<file path="src/mono_lcd_page_report_builder_unit_assert.svh">
// assertion macros shared by the page report builder modules
// expects clk and rst_n in the scope of every use
`ifndef MONO_LCD_PAGE_REPORT_BUILDER_UNIT_ASSERT_SVH
`define MONO_LCD_PAGE_REPORT_BUILDER_UNIT_ASSERT_SVH

// consequent must hold in the same cycle
`define MLPR_ASSERT_NOW(lbl, ante, cons, msg) \
  lbl: assert property (@(posedge clk) disable iff (!rst_n) (ante) |-> (cons)) \
    else $error(msg);

// consequent must hold in the next cycle
`define MLPR_ASSERT_NEXT(lbl, ante, cons, msg) \
  lbl: assert property (@(posedge clk) disable iff (!rst_n) (ante) |=> (cons)) \
    else $error(msg);

`endif

</file>
<file path="src/mlpr_pkg.sv">
// types and constants of the page report builder
// used by mlpr_ctrl, mlpr_dp and the top level; no dependencies
package mlpr_pkg;

  localparam int IDX_W    = 10;
  localparam int ADDR_W   = 10;
  localparam int BYTE_W   = 8;
  localparam int CFG_IDX_W = 1;
  localparam int CFG_W    = 8;

  localparam logic OP_WRITE = 1'b0;
  localparam logic OP_READ  = 1'b1;

  localparam logic [CFG_IDX_W-1:0] CFG_REPORT_ID = 1'b0;
  localparam logic [CFG_IDX_W-1:0] CFG_INVERT    = 1'b1;

  typedef enum logic [2:0] {
    ST_IDLE,
    ST_DECODE,
    ST_READ,
    ST_FLUSH,
    ST_OUT
  } state_t;

  typedef enum logic [1:0] {
    KIND_ZERO,
    KIND_ID,
    KIND_PIX
  } kind_t;

  typedef struct packed {
    logic wr_en;
    logic load_req;
    logic decode;
    logic rd_issue;
    logic out_load;
  } ctrl_cmd_t;

  typedef struct packed {
    logic is_pixel;
    logic rd_done;
    logic out_free;
  } dp_sts_t;

endpackage

</file>
<file path="src/mlpr_ctrl.sv">
// controller of the page report builder: sequences accept, decode, the
// eight row reads of a pixel byte and output load; depends on mlpr_pkg
module mlpr_ctrl (
  input  logic                  clk,
  input  logic                  rst_n,
  input  logic                  in_valid,
  input  logic                  in_opcode,
  output logic                  in_stall,
  input  mlpr_pkg::dp_sts_t     sts_i,
  output mlpr_pkg::ctrl_cmd_t   cmd_o
);
  import mlpr_pkg::*;

  state_t state_r;
  state_t state_nxt;

  always_ff @(posedge clk) begin
    if (!rst_n) begin
      state_r <= ST_IDLE;
    end else begin
      state_r <= state_nxt;
    end
  end

  always_comb begin
    state_nxt = state_r;
    case (state_r)
      ST_IDLE: begin
        if (in_valid && in_opcode == OP_READ) begin
          state_nxt = ST_DECODE;
        end
      end
      ST_DECODE: begin
        state_nxt = sts_i.is_pixel ? ST_READ : ST_OUT;
      end
      ST_READ: begin
        if (sts_i.rd_done) begin
          state_nxt = ST_FLUSH;
        end
      end
      ST_FLUSH: begin
        state_nxt = ST_OUT;
      end
      ST_OUT: begin
        if (sts_i.out_free) begin
          state_nxt = ST_IDLE;
        end
      end
      default: begin
        state_nxt = ST_IDLE;
      end
    endcase
  end

  always_comb begin
    in_stall       = 1'b1;
    cmd_o          = '0;
    case (state_r)
      ST_IDLE: begin
        in_stall       = 1'b0;
        cmd_o.wr_en    = in_valid && in_opcode == OP_WRITE;
        cmd_o.load_req = in_valid && in_opcode == OP_READ;
      end
      ST_DECODE: begin
        cmd_o.decode = 1'b1;
      end
      ST_READ: begin
        cmd_o.rd_issue = 1'b1;
      end
      ST_FLUSH: begin
        cmd_o = '0;
      end
      ST_OUT: begin
        cmd_o.out_load = sts_i.out_free;
      end
      default: begin
        cmd_o = '0;
      end
    endcase
  end

`include "mono_lcd_page_report_builder_unit_assert.svh"

  `MLPR_ASSERT_NEXT(a_read_decodes, cmd_o.load_req, state_r == ST_DECODE, "read request not decoded")
  `MLPR_ASSERT_NEXT(a_write_idle, cmd_o.wr_en, state_r == ST_IDLE, "write request left idle")
  `MLPR_ASSERT_NEXT(a_read_flush, cmd_o.rd_issue && sts_i.rd_done, state_r == ST_FLUSH, "row reads did not end")

endmodule

</file>
<file path="config.mk">
export PLATFORM = sky130hd
export DESIGN_NAME = mlpr_ctrl
export DESIGN_NICKNAME = d
export VERILOG_FILES = /design/src/mlpr_pkg.sv /design/src/mlpr_ctrl.sv
export VERILOG_INCLUDE_DIRS = /design/src /design/src/src
export SDC_FILE = /design/constraint.sdc
export NUM_CORES = 1
export LEC_CHECK = 0
export ABC_AREA = 0
export BUFFER_PORTS_ARGS = -buffer_cell sky130_fd_sc_hd__buf_2
export CELL_PAD_IN_SITES_DETAIL_PLACEMENT = 1
export CELL_PAD_IN_SITES_GLOBAL_PLACEMENT = 1
export CORE_AREA = 4 4 41 43
export DETAILED_ROUTE_END_ITERATION = 10
export DIE_AREA = 0 0 45 47
export PLACE_DENSITY_LB_ADDON = 0.1
export SLEW_MARGIN = 20
export SYNTH_ARGS = -nofsm -noshare
export SYNTH_HDL_FRONTEND = slang
export SYNTH_SLANG_ARGS = --single-unit
</file>
<file path="constraint.sdc">
create_clock -name clk -period 1.1 [get_ports clk]
set_input_delay 0 -clock clk [delete_from_list [all_inputs] [get_ports clk]]
set_output_delay 0 -clock clk [all_outputs]
set_load 0.01 [all_outputs]
</file>
==> flow_summary.json, run 1 <==
{
  "gp_congestion": 0.728,
  "cts.hold.buffers_added": 0,
  "end_kind": "primary output",
  "numCtsBuffers": 3,
  "largest_reg_flops": 3,
  "maxCapViolCount": 0,
  "avgSynthCellArea_um2": 8.49,
  "worstReg2RegEnd": "state_r[2]",
  "multi_input_area_um2": 136,
  "setup_ws_ns": -0.0178,
  "critical_path_class": "reg -> out",
  "drt_wl_total_um": 671,
  "synth_xor_area_share_pct": 0,
  "drive_above_1_share_pct": 56.1,
  "io_buffer_count": 12,
  "pre_cts_slack_ns": 0.0247,
  "synth_top_family_by_area": "simple AND/OR/NAND/NOR gates",
  "insertion_delay_ns": 0.24,
  "num_io_pins": 13,
  "min_period_over_period_pct": 102,
  "start_util_pct": 15.0,
  "antenna_found_initial": 0,
  "cp-start-kind": "flip-flop",
  "ys.warnings.count": 0,
  "via_per_inst": 4.34,
  "vias": 243,
  "layout_common_cells": "buf_2 (12), clkbuf_4 (3)",
  "antenna_left": 0,
  "rrSetupSlack_ns": 0,
  "std_cell_rows": 13,
  "grt_pass1_wl_um": 1070,
  "chipHeight_um": 47,
  "synth_seq_cells": 3,
  "min_to": "state_r[1]",
  "powerDensity_mw_per_mm2": 1300,
  "final_common_cell": "buf_2",
  "hold_depth": 2,
  "root_buffer": "clkbuf_4",
  "grt_max_degree": 6,
  "r2r_start": "state_r[1]",
  "path_clk_slew_ns": 0.04,
  "syn_nets": 30,
  "violations": "setup timing",
  "drv_slew": 0,
  "top_register": "state_r",
  "syn_inst": 23,
  "wl_per_cell_um": 12.0,
  "yosys.area_share.simple_pct": 46.8,
  "skew_ns": 0.00388,
  "synth_top_area_share_pct": 30.8,
  "grt_overflow": 0,
  "drtPass1Iterations": 4,
  "areaGrowthSynthToFinish_pct": 76.3,
  "grt_pass1_vias": 248,
  "netlist_area_um2": 195,
  "rsz0062_at_grt": "yes",
  "core_area_mm2": 0.00130,
  "p_leak_nw": 0.185,
  "cts_buffer_depth": 2,
  "synth_fa_ha_area_share_pct": 0,
  "hp-start": "rst_n",
  "grt.total_usage_pct": 8.05,
  "dieArea_mm2": 0.00212,
  "cts_tree": "yes",
  "setup_viol": 4,
  "htree_levels": 1,
  "cts.sinks": 3,
  "worstPathRequired_ns": 1.10,
  "ys_types": 17,
  "worst_ep_arrival_time_ns": 1.12,
  "drc": 0,
  "fin_crit_ns": 1.12,
  "regArea_um2": 68.8,
  "fill_cells": 162,
  "post_cts_buffers": 0,
  "irDropWorstVdd_uv": 549,
  "synth_top_cell_by_area": "dfxtp_1",
  "fmax_ghz": 0.895,
  "relSlewSlack_pct": 86.7,
  "synth_area_leaders": "dfxtp_1 (31%), nor3b_1 (7.7%), buf_6 (5.8%)",
  "top_regs": "state_r x3",
  "diodes": 0,
  "critPathMaxFanout": 5,
  "synth.area.mux_share_pct": 5.13,
  "hold_ws_ns": 0.0325,
  "worst_slew_pin_slew_ns": 0.197,
  "drt_iter0_drc": 6,
  "hold_path_class": "in -> reg",
  "die_w_um": 45,
  "finalHoldViolations": 0,
  "rr_worst_depth": 3,
  "seq_area_frac_synth_pct": 30.8,
  "finalNetCount": 49,
  "status": "complete, but fails checks",
  "synth_compound_area_share_pct": 9.62
}
==> layer usage <==
metal / vias to the layer above / share of wire [%] / GRT usage, %
met4: 0 / 1.5 / 5.26
met1: 108 / 36 / 6.58
met3: 2 / 11 / 7.28
met2: 11 / 51 / 12.7
li1: 122 / - / -
met5: - / 0 / 0
==> through the flow <==
stage | setup TNS [ns] | cell area [µm²] | std cells | power, mW | util (%)
6_report | -0.0405 | 344 | 56 | 0.448 | 26.4
5_1_grt | -0.321 | 344 | 56 | 0.486 | 26.4
4_1_cts | -0.0855 | 337 | 56 | 0.461 | 25.9
3_5_place_dp | 0 | 285 | 52 | 0.240 | 21.9
3_3_place_gp | 0 | 285 | 52 | 0.239 | 21.9
2_1_floorplan | 0 | 195 | 23 | 0.194 | -
==> what timing repair did <==
| item | CTS | global route |
|---|---|---|
| endpoints found under the hold margin | 0 | 0 |
| gates cloned | 0 | 0 |
| pin swaps | 3 | 1 |
| resized for setup | 8 | 2 |
| endpoints found under the setup margin | 6 | 6 |
==> cell type report <==
type / count / share of cell area, %
Multi-Input combinational cell: 18 / 39.6
Clock buffer: 4 / 7.64
Inverter: 1 / 1.09
Sequential cell: 3 / 20.0
Timing Repair Buffer: 15 / 26.2
Tap cell: 15 / 5.45
==> worst max-delay path, stage by stage, from the launching register on <==
cell and delay [ns]:
dfxtp_4 0.35, buf_4 0.15, nand2b_1 0.16, nor2_1 0.09, buf_2 0.13
==> power by group <==
group          switching, mW  internal (mW)  total [mW]
sequential            0.0140          0.117       0.131
combinational         0.0559         0.0649       0.121
clock                 0.0603          0.136       0.196
==> worst max-delay path by stage <==
stage / from / endpoint / slack (ns) / cells after the start
after floorplan: state_r[0] / state_r[2] / 0.008 / 4
final: state_r[2] / cmd_o[2] / -0.02 / 4
after detailed placement: state_r[1] / state_r[2] / 0.02 / 3
after global placement: state_r[1] / state_r[2] / 0.04 / 3
after global routing: state_r[1] / cmd_o[0] / -0.1 / 3
after CTS: state_r[1] / cmd_o[0] / -0.04 / 3
==> cell usage after synthesis <==
cell type	n
inv_1	1
or4b_1	1
buf_6	1
dfxtp_1	3
nor3_1	2
o21ai_1	2
and3_1	1
a211o_1	1
nor3b_1	2
nand2_1	1
nor4bb_1	1
and2b_1	1
nor2b_1	1
nor2_1	2
mux2i_1	1
nand2b_1	1
and3b_1	1
==> cell families (layout without fill, tap and decap cells) <==
group,after synthesis,count (layout)
and+or+nand+nor,14,14
AOI/OAI and AO/OA,3,3
DFF,3,3
buffers and inverters,2,20
muxes,1,1
Power figures use the tool's default switching activity.
==> run 2: changes to the inputs <==
CTS_CLUSTER_DIAMETER = 80   (was unset)
SETUP_SLACK_MARGIN = 0.3   (was unset)
==> flow_summary.json, run 2 (synthesis results as in run 1) <==
{
  "p_leak_nw": 0.211,
  "drt_wl_total_um": 678,
  "grt_overflow": 0,
  "drt_iter0_drc": 1,
  "critPathMaxFanout": 5,
  "end_kind": "primary output",
  "num_io_pins": 13,
  "p_seq_share_pct": 26.7,
  "rrSetupSlack_ns": -0.03,
  "insertion_delay_ns": 0.23,
  "via_per_inst": 4.39,
  "io_buffer_count": 12,
  "finalHoldViolations": 0,
  "worstPathRequired_ns": 1.10,
  "diodes": 0,
  "drtPass1Iterations": 2,
  "status": "complete, but fails checks",
  "rsz0062_at_grt": "yes",
  "fin_crit_ns": 1.13,
  "vias": 259,
  "grt_pass1_wl_um": 1080,
  "top_register": "state_r",
  "hp-start": "rst_n",
  "swShare_pct": 28.3,
  "pre_cts_slack_ns": 0.00687,
  "p_comb_share_pct": 35.0,
  "worst_ep_arrival_time_ns": 1.13,
  "cts.sinks": 3,
  "irDropWorstVdd_uv": 445,
  "grt_pass1_vias": 269,
  "core_area_mm2": 0.00130,
  "powerDensity_mw_per_mm2": 1160,
  "layout_common_cells": "buf_2 (12), clkbuf_4 (3), buf_6 (3), dfxtp_4 (3)",
  "std_cell_rows": 13,
  "chipHeight_um": 47,
  "root_buffer": "clkbuf_4",
  "final_common_cell": "buf_2",
  "maxCapViolCount": 0,
  "pwr-share-clk_pct": 38.3,
  "r2r_start": "state_r[1]",
  "fmax_ghz": 0.884,
  "dieArea_mm2": 0.00212,
  "path_clk_slew_ns": 0.03,
  "setup_viol": 2,
  "dp_hpwl_um": 505,
  "gp_congestion": 0.770,
  "cts_buffer_depth": 2,
  "largest_reg_flops": 3,
  "drive_above_1_share_pct": 72.7,
  "drc": 0,
  "critical_path_class": "reg -> out",
  "start_util_pct": 15.0,
  "crit_start": "state_r[1]",
  "setup_ws_ns": -0.0309,
  "antenna_found_initial": 0,
  "antenna_left": 0,
  "drv_slew": 0,
  "grt_max_degree": 6,
  "fin_tns_setup_ns": -0.0604,
  "violations": "setup timing",
  "cts_tree": "yes",
  "cp-start-kind": "flip-flop",
  "worst_slew_pin_slew_ns": 0.186,
  "grt.total_usage_pct": 7.49,
  "wl_per_cell_um": 11.5,
  "relSlewSlack_pct": 87.6,
  "finalNetCount": 52,
  "p_int_uw": 351,
  "hold_path_class": "in -> reg",
  "min_period_over_period_pct": 103,
  "htree_levels": 1,
  "cts.hold.buffers_added": 0,
  "areaGrowthSynthToFinish_pct": 117,
  "top_regs": "state_r x3",
  "numCtsBuffers": 3,
  "skew_ns": 0.00218,
  "p_sw_uw": 139,
  "die_w_um": 45
}
-- run 2: final timing paths --
| check | depth (start not counted) | endpoint |
|---|---|---|
| worst min register to register | 1 | state_r[0] |
| worst max register to register | 3 | state_r[2] |
| worst min-delay path | 3 | state_r[0] |
| worst max-delay path | 3 | cmd_o[0] |
-- run 2: cell type report --
cell class / count / area (µm²)
fill: 162 / 877
clock buffer: 4 / 26.3
timing repair buffer: 18 / 129
multi-input combinational: 18 / 175
inverter: 1 / 3.75
sequential: 3 / 71.3
tap: 15 / 18.8
-- run 2: what timing repair did --
| action | in CTS | in global routing |
|---|---|---|
| endpoints found under the setup margin | 9 | 9 |
| pin swaps | 3 | 3 |
| buffers inserted | 1 | 2 |
| resized for setup | 10 | 9 |
-- run 2: power groups by stage --
stage / Sequential, mW / Clock (mW) / Combinational, mW
floorplan: 0.126 / 0 / 0.0697
global placement: 0.129 / 0 / 0.110
detailed placement: 0.128 / 0 / 0.112
CTS: 0.129 / 0.198 / 0.129
global route: 0.134 / 0.211 / 0.187
finish: 0.131 / 0.188 / 0.171
-- run 2: per-stage QoR --
| stage | power [mW] | area, µm² | utilization (%) | instances | hold WS [ns] |
|---|---|---|---|---|---|
| after floorplan | 0.195 | 198 | - | 23 | 0.0309 |
| after global placement | 0.239 | 288 | 22.1 | 52 | 0.260 |
| after detailed placement | 0.240 | 288 | 22.1 | 52 | 0.265 |
| after CTS | 0.456 | 354 | 27.2 | 57 | 0.0241 |
| after global routing | 0.532 | 424 | 32.6 | 59 | 0.0378 |
| final | 0.490 | 424 | 32.6 | 59 | 0.0326 |
-- run 2: critical path, stage by stage (launching register included) --
cell and delay (ns):
dfxtp_4 0.35, buf_6 0.12, nor4bb_4 0.26, buf_2 0.17
-- run 2: layer usage --
layer | up-vias | GRT usage (%) | part of all wire [%]
met5 | - | 0 | 0
met4 | 0 | 7.02 | 1.8
met3 | 2 | 3.83 | 5.5
met2 | 11 | 12.1 | 50
met1 | 120 | 6.79 | 43
li1 | 126 | - | -
==> run 3: changes to the inputs <==
BUFFER_PORTS_ARGS = -buffer_cell sky130_fd_sc_hd__buf_4   (was -buffer_cell sky130_fd_sc_hd__buf_2)
CORE_AREA = 2 2 39 41   (was 4 4 41 43)
DIE_AREA = 0 0 41 43   (was 0 0 45 47)
==> flow_summary.json, run 3 (synthesis results as in run 1) <==
{
  "worstPathCellList": "buf_6, nor4bb_4, buf_4",
  "max_stage_delay_ns": 0.36,
  "chipHeight_um": 43,
  "cp_top_family": "flip-flops",
  "grt_pass1_vias": 291,
  "finalNetCount": 53,
  "irDropWorstVdd_uv": 421,
  "worst_slew_pin_slew_ns": 0.198,
  "fin_util_pct": 33.9,
  "powerDensity_mw_per_mm2": 1120,
  "power_uw": 525,
  "wl_per_cell_um": 12.3,
  "worst_ep_arrival_time_ns": 1.15,
  "min_period_over_period_pct": 105,
  "cts.hold.buffers_added": 0,
  "cts_buffer_depth": 2,
  "wl_met2_um": 383,
  "setup_viol": 7,
  "cp-start-kind": "flip-flop",
  "end_kind": "primary output",
  "drt_iter0_drc": 2,
  "top_layer_used": "met4",
  "hold_depth": 3,
  "antenna_found_initial": 0,
  "skew_ns": 0.00568,
  "cts.sinks": 3,
  "htree_levels": 1,
  "num_io_pins": 13,
  "io_buffer_count": 12,
  "dieArea_mm2": 0.00176,
  "worstPathRequired_ns": 1.10,
  "hold_ws_ns": 0.0217,
  "antenna_left": 0,
  "largest_reg_flops": 3,
  "min_to": "state_r[0]",
  "wl_met1_um": 312,
  "grt.total_usage_pct": 10.2,
  "drive_above_1_share_pct": 75.6,
  "r2r_start": "state_r[1]",
  "start_util_pct": 14.1,
  "design_area_um2": 469,
  "worst-path-buf-inv": 2,
  "relSlewSlack_pct": 86.8,
  "grt_max_degree": 7,
  "violations": "setup timing",
  "path_clk_slew_ns": 0.04,
  "die_w_um": 41,
  "fin_crit_ns": 1.15,
  "worstReg2RegEnd": "state_r[2]",
  "layout_common_cells": "buf_4 (14), buf_6 (5), clkbuf_4 (3), dfxtp_4 (3), o21ai_2 (2)",
  "root_buffer": "clkbuf_4",
  "dr_wl_met3_um": 27,
  "diodes": 0,
  "top_regs": "state_r x3",
  "p_leak_nw": 0.224,
  "rsz0062_at_grt": "yes",
  "via_per_inst": 4.11,
  "drt_wl_total_um": 750,
  "dp_hpwl_um": 493,
  "insertion_delay_ns": 0.24,
  "rr_worst_depth": 3,
  "drtPass1Iterations": 2,
  "place_area_um2": 334,
  "gp_congestion": 0.649,
  "top_register": "state_r",
  "cp_slowest_cell": "dfxtp_4",
  "drc": 0,
  "status": "complete, but fails checks",
  "drv_slew": 0,
  "core_area_mm2": 0.00138,
  "areaGrowthSynthToFinish_pct": 140,
  "rrSetupSlack_ns": -0.05,
  "std_cell_rows": 14,
  "setup_ws_ns": -0.0539,
  "pre_cts_slack_ns": 0.00134,
  "grt_overflow": 0,
  "vias": 251,
  "hold_path_class": "in -> reg",
  "maxCapViolCount": 0,
  "numCtsBuffers": 3,
  "final_common_cell": "buf_4",
  "finalHoldViolations": 0,
  "cts_tree": "yes",
  "fmax_ghz": 0.867,
  "grt_pass1_wl_um": 1150,
  "critPathMaxFanout": 6,
  "hp-start": "rst_n",
  "critical_path_class": "reg -> out"
}
-- run 3: cell count changes in the layout (fill, tap and decap cells not counted), sizes merged --
cell and change:
buf +1
-- run 3: power breakdown --
| group | leakage (nW) | internal [mW] | switching (mW) |
|---|---|---|---|
| sequential | 0.0267 | 0.116 | 0.0177 |
| clock | 0.0150 | 0.137 | 0.0661 |
| combinational | 0.182 | 0.115 | 0.0737 |
-- run 3: final cells by class --
cell class / instances / area, µm²
clock buffer: 4 / 26.3
fill: 158 / 915
inverter: 1 / 3.75
multi-input combinational: 18 / 186
sequential: 3 / 71.3
tap: 16 / 20.0
timing repair buffer: 19 / 161
-- run 3: per-stage QoR --
step / std cells / TNS, ns
3_3_place_gp: 55 / 0
3_5_place_dp: 55 / 0
6_report: 61 / -0.198
4_1_cts: 60 / -0.275
2_1_floorplan: 23 / 0
5_1_grt: 61 / -0.592
-- run 3: worst max path at each step --
stage               start  slack [ns]    endpoint  depth (start not counted)
2_1_floorplan  state_r[0]       0.008  state_r[2]                          4
3_3_place_gp   state_r[2]        0.02  state_r[2]                          3
3_5_place_dp   state_r[1]       0.001  state_r[2]                          3
4_1_cts        state_r[1]       -0.06    cmd_o[0]                          3
5_1_grt        state_r[1]       -0.11    cmd_o[1]                          4
6_report       state_r[1]       -0.05    cmd_o[0]                          3
-- run 3: worst reg2reg max path, cell delays in order, from the launching register on --
cell	delay (ns)
dfxtp_4	0.36
or4b_4	0.54
o21ai_2	0.06
and2b_1	0.12
-- run 3: layer usage --
layer	track usage, %	vias to the layer above
li1	-	126
met1	12.8	113
met2	12.8	10
met3	3.14	2
met4	10.0	0
met5	0	-
-- run 3: what timing repair did --
action | 4_1_cts | 5_1_grt
gates resized for setup | 16 | 7
buffers inserted | 1 | 1
setup endpoints to repair | 9 | 9
pin swaps | 5 | 6
